==> config.mk <==
export PLATFORM = sky130hd
export DESIGN_NAME = heading_pid_with_angle_wrap_flat
export DESIGN_NICKNAME = d
export VERILOG_FILES = /design/src/design/hpid_pkg.sv /design/src/design/hpid_if.sv /design/src/design/hpid_cfg.sv /design/src/design/hpid_err.sv /design/src/design/hpid_mul.sv /design/src/design/hpid_acc.sv /design/src/design/heading_pid_with_angle_wrap.sv /design/src/flat_wrapper.sv
export SDC_FILE = /design/constraint.sdc
export NUM_CORES = 2
export LEC_CHECK = 0
export BUFFER_PORTS_ARGS = -buffer_cell sky130_fd_sc_hd__buf_2
export CAP_MARGIN = 5
export CORE_MARGIN = 2
export CORE_UTILIZATION = 50
export CTS_BUF_LIST = sky130_fd_sc_hd__clkbuf_16
export DETAILED_ROUTE_END_ITERATION = 16
export GPL_TIMING_DRIVEN = 0
export MAX_ROUTING_LAYER = met4
export PLACE_DENSITY_LB_ADDON = 0.3
export SYNTH_ARGS = -nofsm -noshare
export SYNTH_HDL_FRONTEND = slang
export SYNTH_SLANG_ARGS = --single-unit
==> constraint.sdc <==
create_clock -name clk -period 29 [get_ports clk]
set_input_delay 2.9 -clock clk [delete_from_list [all_inputs] [get_ports clk]]
set_output_delay 2.9 -clock clk [all_outputs]
set_load 0.1 [all_outputs]
==> src/design/hpid_pkg.sv <==
// hpid_pkg: widths, register indexes, mode codes and pipeline payload types
// for the heading pid block; no dependencies
package hpid_pkg;

  localparam int ANGLE_W    = 16;
  localparam int ERR_W      = 17;
  localparam int DIFF_W     = 18;
  localparam int DD_W       = 19;
  localparam int OPND_W     = 19;
  localparam int GAIN_W     = 16;
  localparam int PROD_W     = GAIN_W + OPND_W;
  localparam int GAIN_FRAC  = 8;
  localparam int INC_W      = PROD_W + 2;
  localparam int INC_SH_W   = INC_W - GAIN_FRAC;
  localparam int SAT_W      = 64;
  localparam int SUM_W      = SAT_W + 2;
  localparam int POS_W      = SAT_W - GAIN_FRAC;
  localparam int DRIVE_W    = 32;
  localparam int CFG_IDX_W  = 3;
  localparam int CFG_DATA_W = 32;

  localparam logic MODE_INCR = 1'b0;
  localparam logic MODE_POS  = 1'b1;

  localparam logic signed [DRIVE_W-1:0] DRIVE_MAX_RST = 32'sd128000;
  localparam logic signed [DRIVE_W-1:0] DRIVE_MIN_RST = -32'sd128000;

  typedef enum logic [CFG_IDX_W-1:0] {
    REG_MODE,
    REG_GAIN_P,
    REG_GAIN_I,
    REG_GAIN_D,
    REG_DRIVE_MAX,
    REG_DRIVE_MIN
  } cfg_reg_e;

  typedef struct packed {
    logic                       mode;
    logic signed [GAIN_W-1:0]   gain_p;
    logic signed [GAIN_W-1:0]   gain_i;
    logic signed [GAIN_W-1:0]   gain_d;
    logic signed [DRIVE_W-1:0]  drive_max;
    logic signed [DRIVE_W-1:0]  drive_min;
  } cfg_t;

  typedef struct packed {
    logic signed [ERR_W-1:0]  e0;
    logic signed [DIFF_W-1:0] de;
    logic signed [DD_W-1:0]   dd;
    logic                     dsmall;
  } err_t;

  typedef struct packed {
    logic signed [ERR_W-1:0]  e0;
    logic signed [PROD_W-1:0] pp;
    logic signed [PROD_W-1:0] pi;
    logic signed [PROD_W-1:0] pd;
  } prod_t;

endpackage

==> src/design/hpid_if.sv <==
// hpid_if: sample, result and configuration channel interfaces
// depends on hpid_pkg for field widths
interface hpid_sample_if;
  logic                                 valid;
  logic                                 ready;
  logic signed [hpid_pkg::ANGLE_W-1:0]  target_angle;
  logic signed [hpid_pkg::ANGLE_W-1:0]  measured_angle;
  modport source (output valid, output target_angle, output measured_angle, input ready);
  modport sink   (input valid, input target_angle, input measured_angle, output ready);
endinterface

interface hpid_result_if;
  logic                                 valid;
  logic                                 ready;
  logic signed [hpid_pkg::DRIVE_W-1:0]  drive;
  logic signed [hpid_pkg::ERR_W-1:0]    heading_error;
  modport source (output valid, output drive, output heading_error, input ready);
  modport sink   (input valid, input drive, input heading_error, output ready);
endinterface

interface hpid_cfg_if;
  logic                              valid;
  logic                              ready;
  logic [hpid_pkg::CFG_IDX_W-1:0]    index;
  logic [hpid_pkg::CFG_DATA_W-1:0]   data;
  modport source (output valid, output index, output data, input ready);
  modport sink   (input valid, input index, input data, output ready);
endinterface

==> src/design/hpid_cfg.sv <==
// hpid_cfg: configuration register file written over the cfg channel
// depends on hpid_pkg and hpid_if
module hpid_cfg (
  input  logic            clk,
  input  logic            rst,
  hpid_cfg_if.sink        cfg,
  output hpid_pkg::cfg_t  regs
);

  assign cfg.ready = 1'b1;

  always_ff @(posedge clk) begin
    if (rst) begin
      regs.mode      <= hpid_pkg::MODE_POS;
      regs.gain_p    <= '0;
      regs.gain_i    <= '0;
      regs.gain_d    <= '0;
      regs.drive_max <= hpid_pkg::DRIVE_MAX_RST;
      regs.drive_min <= hpid_pkg::DRIVE_MIN_RST;
    end else if (cfg.valid) begin
      unique case (cfg.index)
        hpid_pkg::REG_MODE:      regs.mode      <= cfg.data[0];
        hpid_pkg::REG_GAIN_P:    regs.gain_p    <= cfg.data[hpid_pkg::GAIN_W-1:0];
        hpid_pkg::REG_GAIN_I:    regs.gain_i    <= cfg.data[hpid_pkg::GAIN_W-1:0];
        hpid_pkg::REG_GAIN_D:    regs.gain_d    <= cfg.data[hpid_pkg::GAIN_W-1:0];
        hpid_pkg::REG_DRIVE_MAX: regs.drive_max <= cfg.data[hpid_pkg::DRIVE_W-1:0];
        hpid_pkg::REG_DRIVE_MIN: regs.drive_min <= cfg.data[hpid_pkg::DRIVE_W-1:0];
        default: ;
      endcase
    end
  end

endmodule

==> src/design/hpid_err.sv <==
// hpid_err: sample input register, wrapped heading error and error history
// depends on hpid_pkg and hpid_if
module hpid_err #(
  parameter int ANGLE_FRAC_BITS = 7
) (
  input  logic            clk,
  input  logic            rst,
  hpid_sample_if.sink     sample,
  output logic            err_valid,
  input  logic            err_ready,
  output hpid_pkg::err_t  err
);

  localparam int WRAP_W = (ANGLE_FRAC_BITS + 11 > 18) ? ANGLE_FRAC_BITS + 11 : 18;
  localparam logic signed [WRAP_W-1:0] HALF = WRAP_W'(180 << ANGLE_FRAC_BITS);
  localparam logic signed [hpid_pkg::DIFF_W-1:0] D_THR =
    hpid_pkg::DIFF_W'(1 << (ANGLE_FRAC_BITS - 1));

  logic                                   in_valid;
  logic signed [hpid_pkg::ANGLE_W-1:0]    tgt_q;
  logic signed [hpid_pkg::ANGLE_W-1:0]    meas_q;
  logic signed [hpid_pkg::ERR_W-1:0]      e_last;
  logic signed [hpid_pkg::ERR_W-1:0]      e_prev;
  logic                                   err_open;
  logic signed [WRAP_W-1:0]               d;
  logic signed [WRAP_W-1:0]               wrapped;
  logic signed [hpid_pkg::ERR_W-1:0]      e0;
  logic signed [hpid_pkg::DIFF_W-1:0]     de;
  logic signed [hpid_pkg::DD_W-1:0]       dd;

  assign err_open     = !err_valid || err_ready;
  assign sample.ready = !in_valid || err_open;

  // shortest way round the circle
  always_comb begin
    d = WRAP_W'(meas_q) - WRAP_W'(tgt_q);
    if (!tgt_q[hpid_pkg::ANGLE_W-1] && meas_q[hpid_pkg::ANGLE_W-1]) begin
      wrapped = (d > -HALF) ? d : d + HALF + HALF;
    end else if (tgt_q[hpid_pkg::ANGLE_W-1] && !meas_q[hpid_pkg::ANGLE_W-1]) begin
      wrapped = (d >= HALF) ? d - HALF - HALF : d;
    end else begin
      wrapped = d;
    end
    e0 = wrapped[hpid_pkg::ERR_W-1:0];
    de = hpid_pkg::DIFF_W'(e0) - hpid_pkg::DIFF_W'(e_last);
    dd = hpid_pkg::DD_W'(e0) - (hpid_pkg::DD_W'(e_last) <<< 1) + hpid_pkg::DD_W'(e_prev);
  end

  always_ff @(posedge clk) begin
    if (rst) begin
      in_valid  <= 1'b0;
      err_valid <= 1'b0;
      e_last    <= '0;
      e_prev    <= '0;
    end else begin
      if (sample.ready) begin
        in_valid <= sample.valid;
      end
      if (err_open) begin
        err_valid <= in_valid;
        if (in_valid) begin
          e_prev <= e_last;
          e_last <= e0;
        end
      end
    end
  end

  always_ff @(posedge clk) begin
    if (sample.valid && sample.ready) begin
      tgt_q  <= sample.target_angle;
      meas_q <= sample.measured_angle;
    end
    if (err_open && in_valid) begin
      err.e0     <= e0;
      err.de     <= de;
      err.dd     <= dd;
      err.dsmall <= (de < D_THR) && (de > -D_THR);
    end
  end

endmodule

==> src/design/hpid_mul.sv <==
// hpid_mul: the three gain products, selected per mode, registered
// depends on hpid_pkg
module hpid_mul (
  input  logic             clk,
  input  logic             rst,
  input  hpid_pkg::cfg_t   cfg,
  input  logic             err_valid,
  output logic             err_ready,
  input  hpid_pkg::err_t   err,
  output logic             prod_valid,
  input  logic             prod_ready,
  output hpid_pkg::prod_t  prod
);

  logic signed [hpid_pkg::OPND_W-1:0] opnd_p;
  logic signed [hpid_pkg::OPND_W-1:0] opnd_d;
  logic signed [hpid_pkg::PROD_W-1:0] pp_c;
  logic signed [hpid_pkg::PROD_W-1:0] pi_c;
  logic signed [hpid_pkg::PROD_W-1:0] pd_c;

  assign err_ready = !prod_valid || prod_ready;

  always_comb begin
    if (cfg.mode == hpid_pkg::MODE_POS) begin
      opnd_p = hpid_pkg::OPND_W'(err.e0);
      // derivative dead band
      opnd_d = err.dsmall ? hpid_pkg::OPND_W'(0) : hpid_pkg::OPND_W'(err.de);
    end else begin
      opnd_p = hpid_pkg::OPND_W'(err.de);
      opnd_d = hpid_pkg::OPND_W'(err.dd);
    end
    pp_c = cfg.gain_p * opnd_p;
    pi_c = cfg.gain_i * hpid_pkg::OPND_W'(err.e0);
    pd_c = cfg.gain_d * opnd_d;
  end

  always_ff @(posedge clk) begin
    if (rst) begin
      prod_valid <= 1'b0;
    end else if (err_ready) begin
      prod_valid <= err_valid;
    end
  end

  always_ff @(posedge clk) begin
    if (err_ready && err_valid) begin
      prod.e0 <= err.e0;
      prod.pp <= pp_c;
      prod.pi <= pi_c;
      prod.pd <= pd_c;
    end
  end

endmodule

==> src/design/hpid_acc.sv <==
// hpid_acc: integral accumulator, saturating sums, drive clamp and result register
// depends on hpid_pkg and hpid_if
module hpid_acc #(
  parameter int INTEGRAL_BITS = 48
) (
  input  logic             clk,
  input  logic             rst,
  input  hpid_pkg::cfg_t   cfg,
  input  logic             prod_valid,
  output logic             prod_ready,
  input  hpid_pkg::prod_t  prod,
  hpid_result_if.source    result
);

  localparam int IW = ((INTEGRAL_BITS > hpid_pkg::PROD_W) ? INTEGRAL_BITS
                                                          : hpid_pkg::PROD_W) + 1;
  localparam int SW = hpid_pkg::SUM_W;
  localparam int DW = hpid_pkg::POS_W + 1;
  localparam logic signed [IW-1:0] IMAX = (IW'(1) <<< (INTEGRAL_BITS - 1)) - IW'(1);
  localparam logic signed [IW-1:0] IMIN = -IMAX - IW'(1);
  localparam logic signed [SW-1:0] MAX64 = (SW'(1) <<< (hpid_pkg::SAT_W - 1)) - SW'(1);
  localparam logic signed [SW-1:0] MIN64 = -MAX64 - SW'(1);

  function automatic logic signed [hpid_pkg::SAT_W-1:0] sat64(
    input logic signed [SW-1:0] x
  );
    logic signed [SW-1:0] y;
    priority if (x > MAX64) begin
      y = MAX64;
    end else if (x < MIN64) begin
      y = MIN64;
    end else begin
      y = x;
    end
    return y[hpid_pkg::SAT_W-1:0];
  endfunction

  logic signed [INTEGRAL_BITS-1:0]        integral_sum;
  logic signed [INTEGRAL_BITS-1:0]        integral_next;
  logic signed [IW-1:0]                   isum;
  logic signed [hpid_pkg::INC_W-1:0]      inc_sum;

  // stage a: integral updated
  logic                                   va;
  logic signed [hpid_pkg::ERR_W-1:0]      e0_a;
  logic signed [hpid_pkg::PROD_W-1:0]     pp_a;
  logic signed [hpid_pkg::PROD_W-1:0]     pd_a;
  logic signed [hpid_pkg::INC_SH_W-1:0]   inc_a;
  logic signed [INTEGRAL_BITS-1:0]        integ_a;
  // stage b: proportional plus integral
  logic                                   vb;
  logic signed [hpid_pkg::ERR_W-1:0]      e0_b;
  logic signed [hpid_pkg::PROD_W-1:0]     pd_b;
  logic signed [hpid_pkg::INC_SH_W-1:0]   inc_b;
  logic signed [hpid_pkg::SAT_W-1:0]      s1_b;
  // stage c: positional drive before clamp
  logic                                   vc;
  logic signed [hpid_pkg::ERR_W-1:0]      e0_c;
  logic signed [hpid_pkg::INC_SH_W-1:0]   inc_c;
  logic signed [hpid_pkg::POS_W-1:0]      pos_c;
  // result register, drive also serves as the last drive
  logic                                   out_valid;
  logic signed [hpid_pkg::DRIVE_W-1:0]    drive_q;
  logic signed [hpid_pkg::ERR_W-1:0]      herr_q;

  logic                                   out_open;
  logic                                   c_open;
  logic                                   b_open;
  logic signed [hpid_pkg::SAT_W-1:0]      s1_next;
  logic signed [hpid_pkg::SAT_W-1:0]      s2_next;
  logic signed [DW-1:0]                   drv;
  logic signed [DW-1:0]                   drv_hi;
  logic signed [DW-1:0]                   drv_lo;
  logic signed [DW-1:0]                   drv_max;
  logic signed [DW-1:0]                   drv_min;

  assign out_open   = !out_valid || result.ready;
  assign c_open     = !vc || out_open;
  assign b_open     = !vb || c_open;
  assign prod_ready = !va || b_open;

  assign result.valid         = out_valid;
  assign result.drive         = drive_q;
  assign result.heading_error = herr_q;

  always_comb begin
    isum = IW'(integral_sum) + IW'(prod.pi);
    priority if (isum > IMAX) begin
      integral_next = IMAX[INTEGRAL_BITS-1:0];
    end else if (isum < IMIN) begin
      integral_next = IMIN[INTEGRAL_BITS-1:0];
    end else begin
      integral_next = isum[INTEGRAL_BITS-1:0];
    end
    inc_sum = hpid_pkg::INC_W'(prod.pp) + hpid_pkg::INC_W'(prod.pi)
            + hpid_pkg::INC_W'(prod.pd);
    s1_next = sat64(SW'(pp_a) + SW'(integ_a));
    s2_next = sat64(SW'(s1_b) + SW'(pd_b));
  end

  always_comb begin
    drv_max = DW'(cfg.drive_max);
    drv_min = DW'(cfg.drive_min);
    if (cfg.mode == hpid_pkg::MODE_POS) begin
      drv = DW'(pos_c);
    end else begin
      drv = DW'(drive_q) + DW'(inc_c);
    end
    drv_hi = (drv >= drv_max) ? drv_max : drv;
    drv_lo = (drv_hi <= drv_min) ? drv_min : drv_hi;
  end

  always_ff @(posedge clk) begin
    if (rst) begin
      va           <= 1'b0;
      vb           <= 1'b0;
      vc           <= 1'b0;
      out_valid    <= 1'b0;
      integral_sum <= '0;
      drive_q      <= '0;
    end else begin
      if (prod_ready) begin
        va <= prod_valid;
        if (prod_valid && cfg.mode == hpid_pkg::MODE_POS) begin
          integral_sum <= integral_next;
        end
      end
      if (b_open) begin
        vb <= va;
      end
      if (c_open) begin
        vc <= vb;
      end
      if (out_open) begin
        out_valid <= vc;
        if (vc) begin
          drive_q <= drv_lo[hpid_pkg::DRIVE_W-1:0];
        end
      end
    end
  end

  always_ff @(posedge clk) begin
    if (prod_ready && prod_valid) begin
      e0_a    <= prod.e0;
      pp_a    <= prod.pp;
      pd_a    <= prod.pd;
      inc_a   <= inc_sum[hpid_pkg::INC_W-1:hpid_pkg::GAIN_FRAC];
      integ_a <= integral_next;
    end
    if (b_open && va) begin
      e0_b  <= e0_a;
      pd_b  <= pd_a;
      inc_b <= inc_a;
      s1_b  <= s1_next;
    end
    if (c_open && vb) begin
      e0_c  <= e0_b;
      inc_c <= inc_b;
      pos_c <= s2_next[hpid_pkg::SAT_W-1:hpid_pkg::GAIN_FRAC];
    end
    if (out_open && vc) begin
      herr_q <= e0_c;
    end
  end

endmodule

==> src/design/heading_pid_with_angle_wrap.sv <==
// heading pid controller with angle wrap, incremental or positional form
// path: a sample passes the input, error, product, a, b, c and result registers
// throughput: one sample per cycle; each pipeline stage holds under backpressure
//   and the input is refused only while every stage is full and a result waits
// reset: synchronous, clears pipeline, error history, integral, last drive
//   and loads the configuration reset values
module heading_pid_with_angle_wrap #(
  parameter int INTEGRAL_BITS   = 48,
  parameter int ANGLE_FRAC_BITS = 7
) (
  input  logic           clk,
  input  logic           rst,
  hpid_sample_if.sink    sample,
  hpid_result_if.source  result,
  hpid_cfg_if.sink       cfg
);

  hpid_pkg::cfg_t   cfg_q;
  logic             err_valid;
  logic             err_ready;
  hpid_pkg::err_t   err_q;
  logic             prod_valid;
  logic             prod_ready;
  hpid_pkg::prod_t  prod_q;

  hpid_cfg u_cfg (
    .clk  (clk),
    .rst  (rst),
    .cfg  (cfg),
    .regs (cfg_q)
  );

  hpid_err #(
    .ANGLE_FRAC_BITS (ANGLE_FRAC_BITS)
  ) u_err (
    .clk       (clk),
    .rst       (rst),
    .sample    (sample),
    .err_valid (err_valid),
    .err_ready (err_ready),
    .err       (err_q)
  );

  hpid_mul u_mul (
    .clk        (clk),
    .rst        (rst),
    .cfg        (cfg_q),
    .err_valid  (err_valid),
    .err_ready  (err_ready),
    .err        (err_q),
    .prod_valid (prod_valid),
    .prod_ready (prod_ready),
    .prod       (prod_q)
  );

  hpid_acc #(
    .INTEGRAL_BITS (INTEGRAL_BITS)
  ) u_acc (
    .clk        (clk),
    .rst        (rst),
    .cfg        (cfg_q),
    .prod_valid (prod_valid),
    .prod_ready (prod_ready),
    .prod       (prod_q),
    .result     (result)
  );

`ifndef ASSERT_OFF
  ap_err_hold: assert property (@(posedge clk) disable iff (rst)
    err_valid && !err_ready |=> err_valid && $stable(err_q))
    else $error("error stage lost its item under stall");

  ap_prod_hold: assert property (@(posedge clk) disable iff (rst)
    prod_valid && !prod_ready |=> prod_valid && $stable(prod_q))
    else $error("product stage lost its item under stall");

  ap_full_only: assert property (@(posedge clk) disable iff (rst)
    !sample.ready |-> err_valid && prod_valid && result.valid && !result.ready)
    else $error("sample refused while the pipeline has room");
`endif

endmodule

==> src/flat_wrapper.sv <==
// flat-port wrapper written by rule: the top's interface ports become plain ports
module heading_pid_with_angle_wrap_flat 
#(
  parameter int INTEGRAL_BITS   = 48,
  parameter int ANGLE_FRAC_BITS = 7
)
  (clk, rst, sample_valid, sample_target_angle, sample_measured_angle, sample_ready, result_valid, result_drive, result_heading_error, result_ready, cfg_valid, cfg_index, cfg_data, cfg_ready);
  hpid_sample_if sample_i ();
  hpid_result_if result_i ();
  hpid_cfg_if cfg_i ();
  input  logic clk;
  input  logic rst;
  input wire logic [$bits(sample_i.valid)-1:0] sample_valid;
  input wire logic [$bits(sample_i.target_angle)-1:0] sample_target_angle;
  input wire logic [$bits(sample_i.measured_angle)-1:0] sample_measured_angle;
  output wire logic [$bits(sample_i.ready)-1:0] sample_ready;
  output wire logic [$bits(result_i.valid)-1:0] result_valid;
  output wire logic [$bits(result_i.drive)-1:0] result_drive;
  output wire logic [$bits(result_i.heading_error)-1:0] result_heading_error;
  input wire logic [$bits(result_i.ready)-1:0] result_ready;
  input wire logic [$bits(cfg_i.valid)-1:0] cfg_valid;
  input wire logic [$bits(cfg_i.index)-1:0] cfg_index;
  input wire logic [$bits(cfg_i.data)-1:0] cfg_data;
  output wire logic [$bits(cfg_i.ready)-1:0] cfg_ready;
  assign sample_i.valid = sample_valid;
  assign sample_i.target_angle = sample_target_angle;
  assign sample_i.measured_angle = sample_measured_angle;
  assign sample_ready = sample_i.ready;
  assign result_valid = result_i.valid;
  assign result_drive = result_i.drive;
  assign result_heading_error = result_i.heading_error;
  assign result_i.ready = result_ready;
  assign cfg_i.valid = cfg_valid;
  assign cfg_i.index = cfg_index;
  assign cfg_i.data = cfg_data;
  assign cfg_ready = cfg_i.ready;
  heading_pid_with_angle_wrap #(.INTEGRAL_BITS(INTEGRAL_BITS), .ANGLE_FRAC_BITS(ANGLE_FRAC_BITS)) u_core (.clk(clk), .rst(rst), .sample(sample_i), .result(result_i), .cfg(cfg_i));
endmodule
* Word-level counts from Yosys, hierarchy flattened
Cells that the tools add are included.
** Storage, ports and cells
- Bits in registers :: 869
- Input port bits :: 72
** Operators by class
- $lt $le $gt $ge :: 12
- Multipliers :: 3
- Eq/ne operators :: 5
- Multiplexer cells :: 14
- Reduce and logical (&&, ||, !) cells :: 37
- $add $sub $neg :: 14
** Operators by type and width (count)
- 64-bit 2-to-1 mux :: 2
- 57-bit 2-to-1 mux :: 2
- 48-bit 2-to-1 mux :: 2
- 16-bit by 19-bit multiplier with 35-bit output :: 2
- 17-bit 2-to-1 mux :: 4
- 64-bit by 35-bit adder with 65-bit output :: 1
- 65-bit by 64-bit greater-than comparator with 1-bit output (second input constant) :: 1
- 65-bit by 64-bit less-than comparator with 1-bit output (second input constant) :: 1
- 49-bit by 64-bit greater-than comparator with 1-bit output (second input constant) :: 1
- 49-bit by 64-bit less-than comparator with 1-bit output (second input constant) :: 1
- 57-bit by 32-bit >= comparator with 1-bit output :: 1
- 57-bit by 32-bit less-or-equal comparator with 1-bit output :: 1
- 19-bit 2-to-1 mux :: 3
- 35-bit by 48-bit adder with 49-bit output :: 1
- 48-bit by 33-bit adder with 49-bit output :: 1
- 49-bit by 48-bit greater-than comparator with 1-bit output (second input constant) :: 1
- 49-bit by 48-bit less-than comparator with 1-bit output (second input constant) :: 1
- 36-bit by 35-bit adder with 37-bit output :: 1
- 35-bit by 33-bit adder with 36-bit output :: 1
- 17-bit by 16-bit adder with 17-bit output (second input constant) :: 2
- 17-bit by 16-bit subtractor with 17-bit output (second input constant) :: 2
- 32-bit by 29-bit adder with 33-bit output :: 1
- 16-bit by 17-bit multiplier with 33-bit output :: 1
- 32-bit 2-to-1 mux :: 1
- 16 further kinds :: 50

* Longest topological paths before layout
- Word-level depth :: 9
- Depth in mapped cells :: 41
- Mapped depth without buffers :: 35

* Cells and area by module
A second synthesis with hierarchy kept.
** Second synthesis, totals
- Cells, all modules :: 8173
- Area total of the unflattened synthesis :: 81127.8 µm²
** By module, submodules not included
- hpid_mul :: area an instance 36844.1 µm², sequential area each 3623.5 µm², instances 1, cells each 3887
- hpid_acc :: area an instance 31984.4 µm², sequential area each 14113.5 µm², instances 1, cells each 3086
- hpid_err :: area an instance 7564.8 µm², sequential area each 3333.2 µm², instances 1, cells each 759
- hpid_cfg :: area an instance 4734.5 µm², sequential area each 2262.2 µm², instances 1, cells each 441

* Worst setup path after synthesis
Ideal clock, no wire load.
- Kind :: input port to flip-flop
- Start :: input result_ready
- End :: register u_core.u_acc.e0_b[0] (netlist bit) (enable)
- Path slack :: 15.565 ns
- Stages on the path :: 3
- Required time :: 28.178 ns
- Path buffers :: 0
- Arrival :: 12.613 ns
- Path through :: nor2b_1 > and2_1 > a21boi_0
** Between the ends
- Longest elaborated chain between the ends :: 4
** RTL lines
- from (decl) :: RTL line flat_wrapper.sv:20 : input wire logic [$bits(result_i.ready)-1:0] result_ready;
- 1-bit logical OR :: RTL line hpid_acc.sv:77 : assign out_open = !out_valid || result.ready;
- 1-bit logical OR :: RTL line hpid_acc.sv:78 : assign c_open = !vc || out_open;
- 1-bit logical OR :: RTL line hpid_acc.sv:79 : assign b_open = !vb || c_open;
- 1-bit logical AND :: RTL line hpid_acc.sv:151 : if (b_open && va) begin
- to (signal assigned) :: RTL line hpid_acc.sv:152 : e0_b <= e0_a;
- to (decl) :: RTL line hpid_acc.sv:52 : logic signed [hpid_pkg::ERR_W-1:0] e0_b;
Every way passes these cells.
A chain may end at the register's enable or synchronous reset.

* Final worst setup path
- Start :: register u_core.u_cfg.regs[112] (netlist bit)
- End :: register u_core.u_mul.prod[102] (netlist name)
** Between the ends
- Longest elaborated chain between the ends :: 2
** RTL lines
- from (decl) :: RTL line hpid_cfg.sv:7 : output hpid_pkg::cfg_t regs
- 19-bit 2-to-1 mux :: RTL line hpid_mul.sv:24 : if (cfg.mode == hpid_pkg::MODE_POS) begin
- 16-bit by 19-bit multiplier with 35-bit output :: RTL line hpid_mul.sv:32 : pp_c = cfg.gain_p * opnd_p;
- via u_core.u_mul.pp_c (one bit) :: RTL line hpid_mul.sv:17 : logic signed [hpid_pkg::PROD_W-1:0] pp_c;
The timed path passes the listed nets, and every way through them passes these cells.

==> qor.yml <==
status:
  outcome: "complete, no violations"
placed_design:
  dp_hpwl_mm: 189
  portBuffers: 122
  dpl-instance-area_mm2: 0.0824
  place.gp.congestion: 0.977
setup_path:
  reg2reg_from: "u_core.u_cfg.regs[112]"
  critPathLaunch: "u_core.u_cfg.regs[112]"
  regToRegSetupSlack_ns: 17.39
  required_ns: 29.37
  crit_fanout: 10
  crit_type: "reg -> reg"
  start_kind: "register"
  endpoint_kind: "register"
  crit_arrival_ns: 11.98
logic_synthesis:
  synth_top_family_by_area: "adder cells"
  synthFlopType: "edfxtp_1"
  avgSynthCellArea_um2: 10.1
  yosys.area_share.xor_xnor_pct: 3.44
  synth.ff_latch_count: 855
  synthCells: 7831
  yosys.area_share.simple_pct: 12.9
  ys_types: 101
  synthesis.area_mm2: 0.0787
  synthTopCellsByArea: "fa_1 (24%), edfxtp_1 (24%), ha_1 (10%), dfxtp_1 (6.0%), inv_1 (5.2%)"
  yosysWarnings: 0
  synth_top_cell_by_area: "fa_1"
  syn_nets: 9475
  synth_top_area_share_pct: 23.7
  synth-edff-count: 621
  ys_seq_area_share_pct: 29.6
  synthAdderAreaFrac_pct: 33.9
  synth_compound_area_share_pct: 12.3
  synth_mux_area_share_pct: 0.974
  synthArstFlopShare_pct: 0
pwr:
  vdd_drop_max_uv: 56.6
  p_leak_nw: 38.8
  p_per_area_mw_per_mm2: 45.3
sta:
  relSlewSlack_pct: 7.24
  finalHoldViolCount: 0
  setup_tns_ns: 0
  min_period_ns: 11.61
  finClkSkew_ns: 0.0974
  maxSlewViolCount: 0
  period_share_pct: 40.0
  rsz0062_at_grt: "false"
  fmax_mhz: 86.1
  hold_ws_ns: 0.396
  worst_pin_slew_ns: 1.39
  setup_viol: 0
global_route:
  antenna_found_initial: 30
  grt_pass1_wl_mm: 358
  grt_max_degree: 65
  grt-ovfl-total: 0
  track_usage_pct: 30.2
  grt_pass1_vias: 59400
clock_network:
  cts_setup_buffers: 0
  holdBufCountCts: 0
  clk-insertion-delay-late_ns: 0.75
  clk_pin_slew_ns: 0.06
  cts_root_buf: "clkbuf_16"
  cts_tree: "done"
  cts_buffers: 97
  cts.sinks: 855
  ctsResizeCount: 0
  ctsLongestPathBuffers: 3
  htreeDepth: 3
drt:
  drt_first_iter_violations: 5315
  wl_per_cell_um: 22.6
  viasPerCell: 5.68
  wl_mm: 231
  drc_errors: 0
  antenna_left: 0
  dr_total_vias: 58100
  firstDrtPassIters: 6
layout:
  fillerInstances: 13700
  post-route-util_pct: 55.0
  final_nets: 9721
  drive_above_1_share_pct: 6.18
  final_design_area_no_fill_mm2: 0.0860
  syn2layout_area_growth_pct: 9.24
die:
  die_width_um: 401
  dieArea_mm2: 0.161
  rows: 145
  start_util_pct: 50.4
  die_height_um: 401
  core_area_mm2: 0.156
  ioPinCount: 124
worst_hold_path:
  worstHoldStart: "u_core.u_acc.pd_a[18]"
  min-delay-path-class: "reg -> reg"
run:
  drv_cap: 0
==> registers in the layout, summed over array words and instances (netlist names), 35 cells and up <==
signal	cells
u_core.u_acc.integ_a	48
u_core.u_acc.integral_sum	48
u_core.u_acc.pd_a	35
u_core.u_acc.pd_b	35
u_core.u_acc.pos_c	56
u_core.u_acc.pp_a	35
u_core.u_acc.s1_b	50
u_core.u_cfg.regs	113
u_core.u_err.err	55
u_core.u_mul.prod	120
==> final timing paths <==
path,endpoint,cells after the start
max reg2reg,u_core.u_mul.prod[102],27
min,u_core.u_acc.pd_b[18],0
min reg2reg,u_core.u_acc.pd_b[18],0
max,u_core.u_mul.prod[102],27
==> worst max-delay path: stages (launching register included) <==
cell and delay, ns:
dfxtp_1 0.55, clkbuf_1 0.54, clkbuf_1 0.84, clkbuf_1 1.05
mux2_2 0.60, clkbuf_1 0.54, nand2_1 0.18, fa_1 0.57
inv_1 0.05, fa_1 0.52, inv_1 0.06, fa_1 0.50
inv_1 0.05, fa_1 0.47, inv_1 0.06, fa_1 0.54
inv_1 0.06, fa_1 0.50, ha_1 0.37, o21ai_0 0.18
nand2b_1 0.11, and2_1 0.18, and3b_1 0.19, a31oi_1 0.36
o211ai_1 0.32, a211oi_1 0.65, a21oi_1 0.16, xor2_1 0.97
==> metal layers <==
layer,share of wire (%),vias up,global-route usage (%)
li1,-,26600,-
met1,43,29100,40.2
met2,45,2052,46.1
met3,7.9,359,5.29
met4,4.4,0,11.8
met5,0,-,-
==> cell usage after synthesis, types with 217 or more instances <==
library cell,number
a21oi_1,450
and2_1,318
clkbuf_1,262
ha_1,640
fa_1,932
inv_1,1083
xnor2_1,217
nand2_1,999
nor2_1,331
edfxtp_1,621
dfxtp_1,234
o21ai_0,240
==> cell type report <==
cell class | count | area [um2] | share of cell area [%]
tap | 2058 | 2570 | 2.99
sequential | 855 | 23300 | 27.1
multi-input combinational | 5579 | 50100 | 58.3
timing repair buffer | 147 | 1080 | 1.26
clock buffer | 98 | 2450 | 2.85
buffer | 313 | 1270 | 1.48
antenna | 18 | 45.0 | 0.0524
inverter | 1084 | 4070 | 4.73
clock inverter | 84 | 1070 | 1.24
==> cell families after synthesis <==
kind of cell	after synthesis
simple gates	2166
fa+ha+maj	1575
compound gates	1456
buf+inv	1397
flops	855
xor+xnor	309
mux	72
other cells	1
==> where the power goes <==
part	total, mW	switching [mW]	internal (mW)
registers	1.45	0.0503	1.40
clock network	1.35	0.548	0.802
logic	1.09	0.710	0.383
total	3.89	1.31	2.58
==> metrics by stage <==
stage	setup slack (ns)	instances	power [mW]
finish	17.39	10200	3.89
global route	17.04	10200	4.07
CTS	16.89	10200	3.89
detailed placement	16.94	10000	2.55
global placement	9.07	10000	2.53
floorplan	15.57	7831	2.18
==> placed cells by master (no fill, tap or decap), types with 88 or more instances in the layout <==
cell type / n
xnor2_1: 217
fa_1: 932
and2_1: 317
dfxtp_1: 234
nand2_1: 999
ha_1: 640
o21ai_0: 239
a21o_1: 187
buf_2: 142
edfxtp_1: 621
nor2_1: 331
clkbuf_16: 98
xor2_1: 92
clkbuf_1: 258
o21a_1: 88
inv_1: 1097
a21oi_1: 450
No activity file was read; power rests on OpenSTA's default activity.
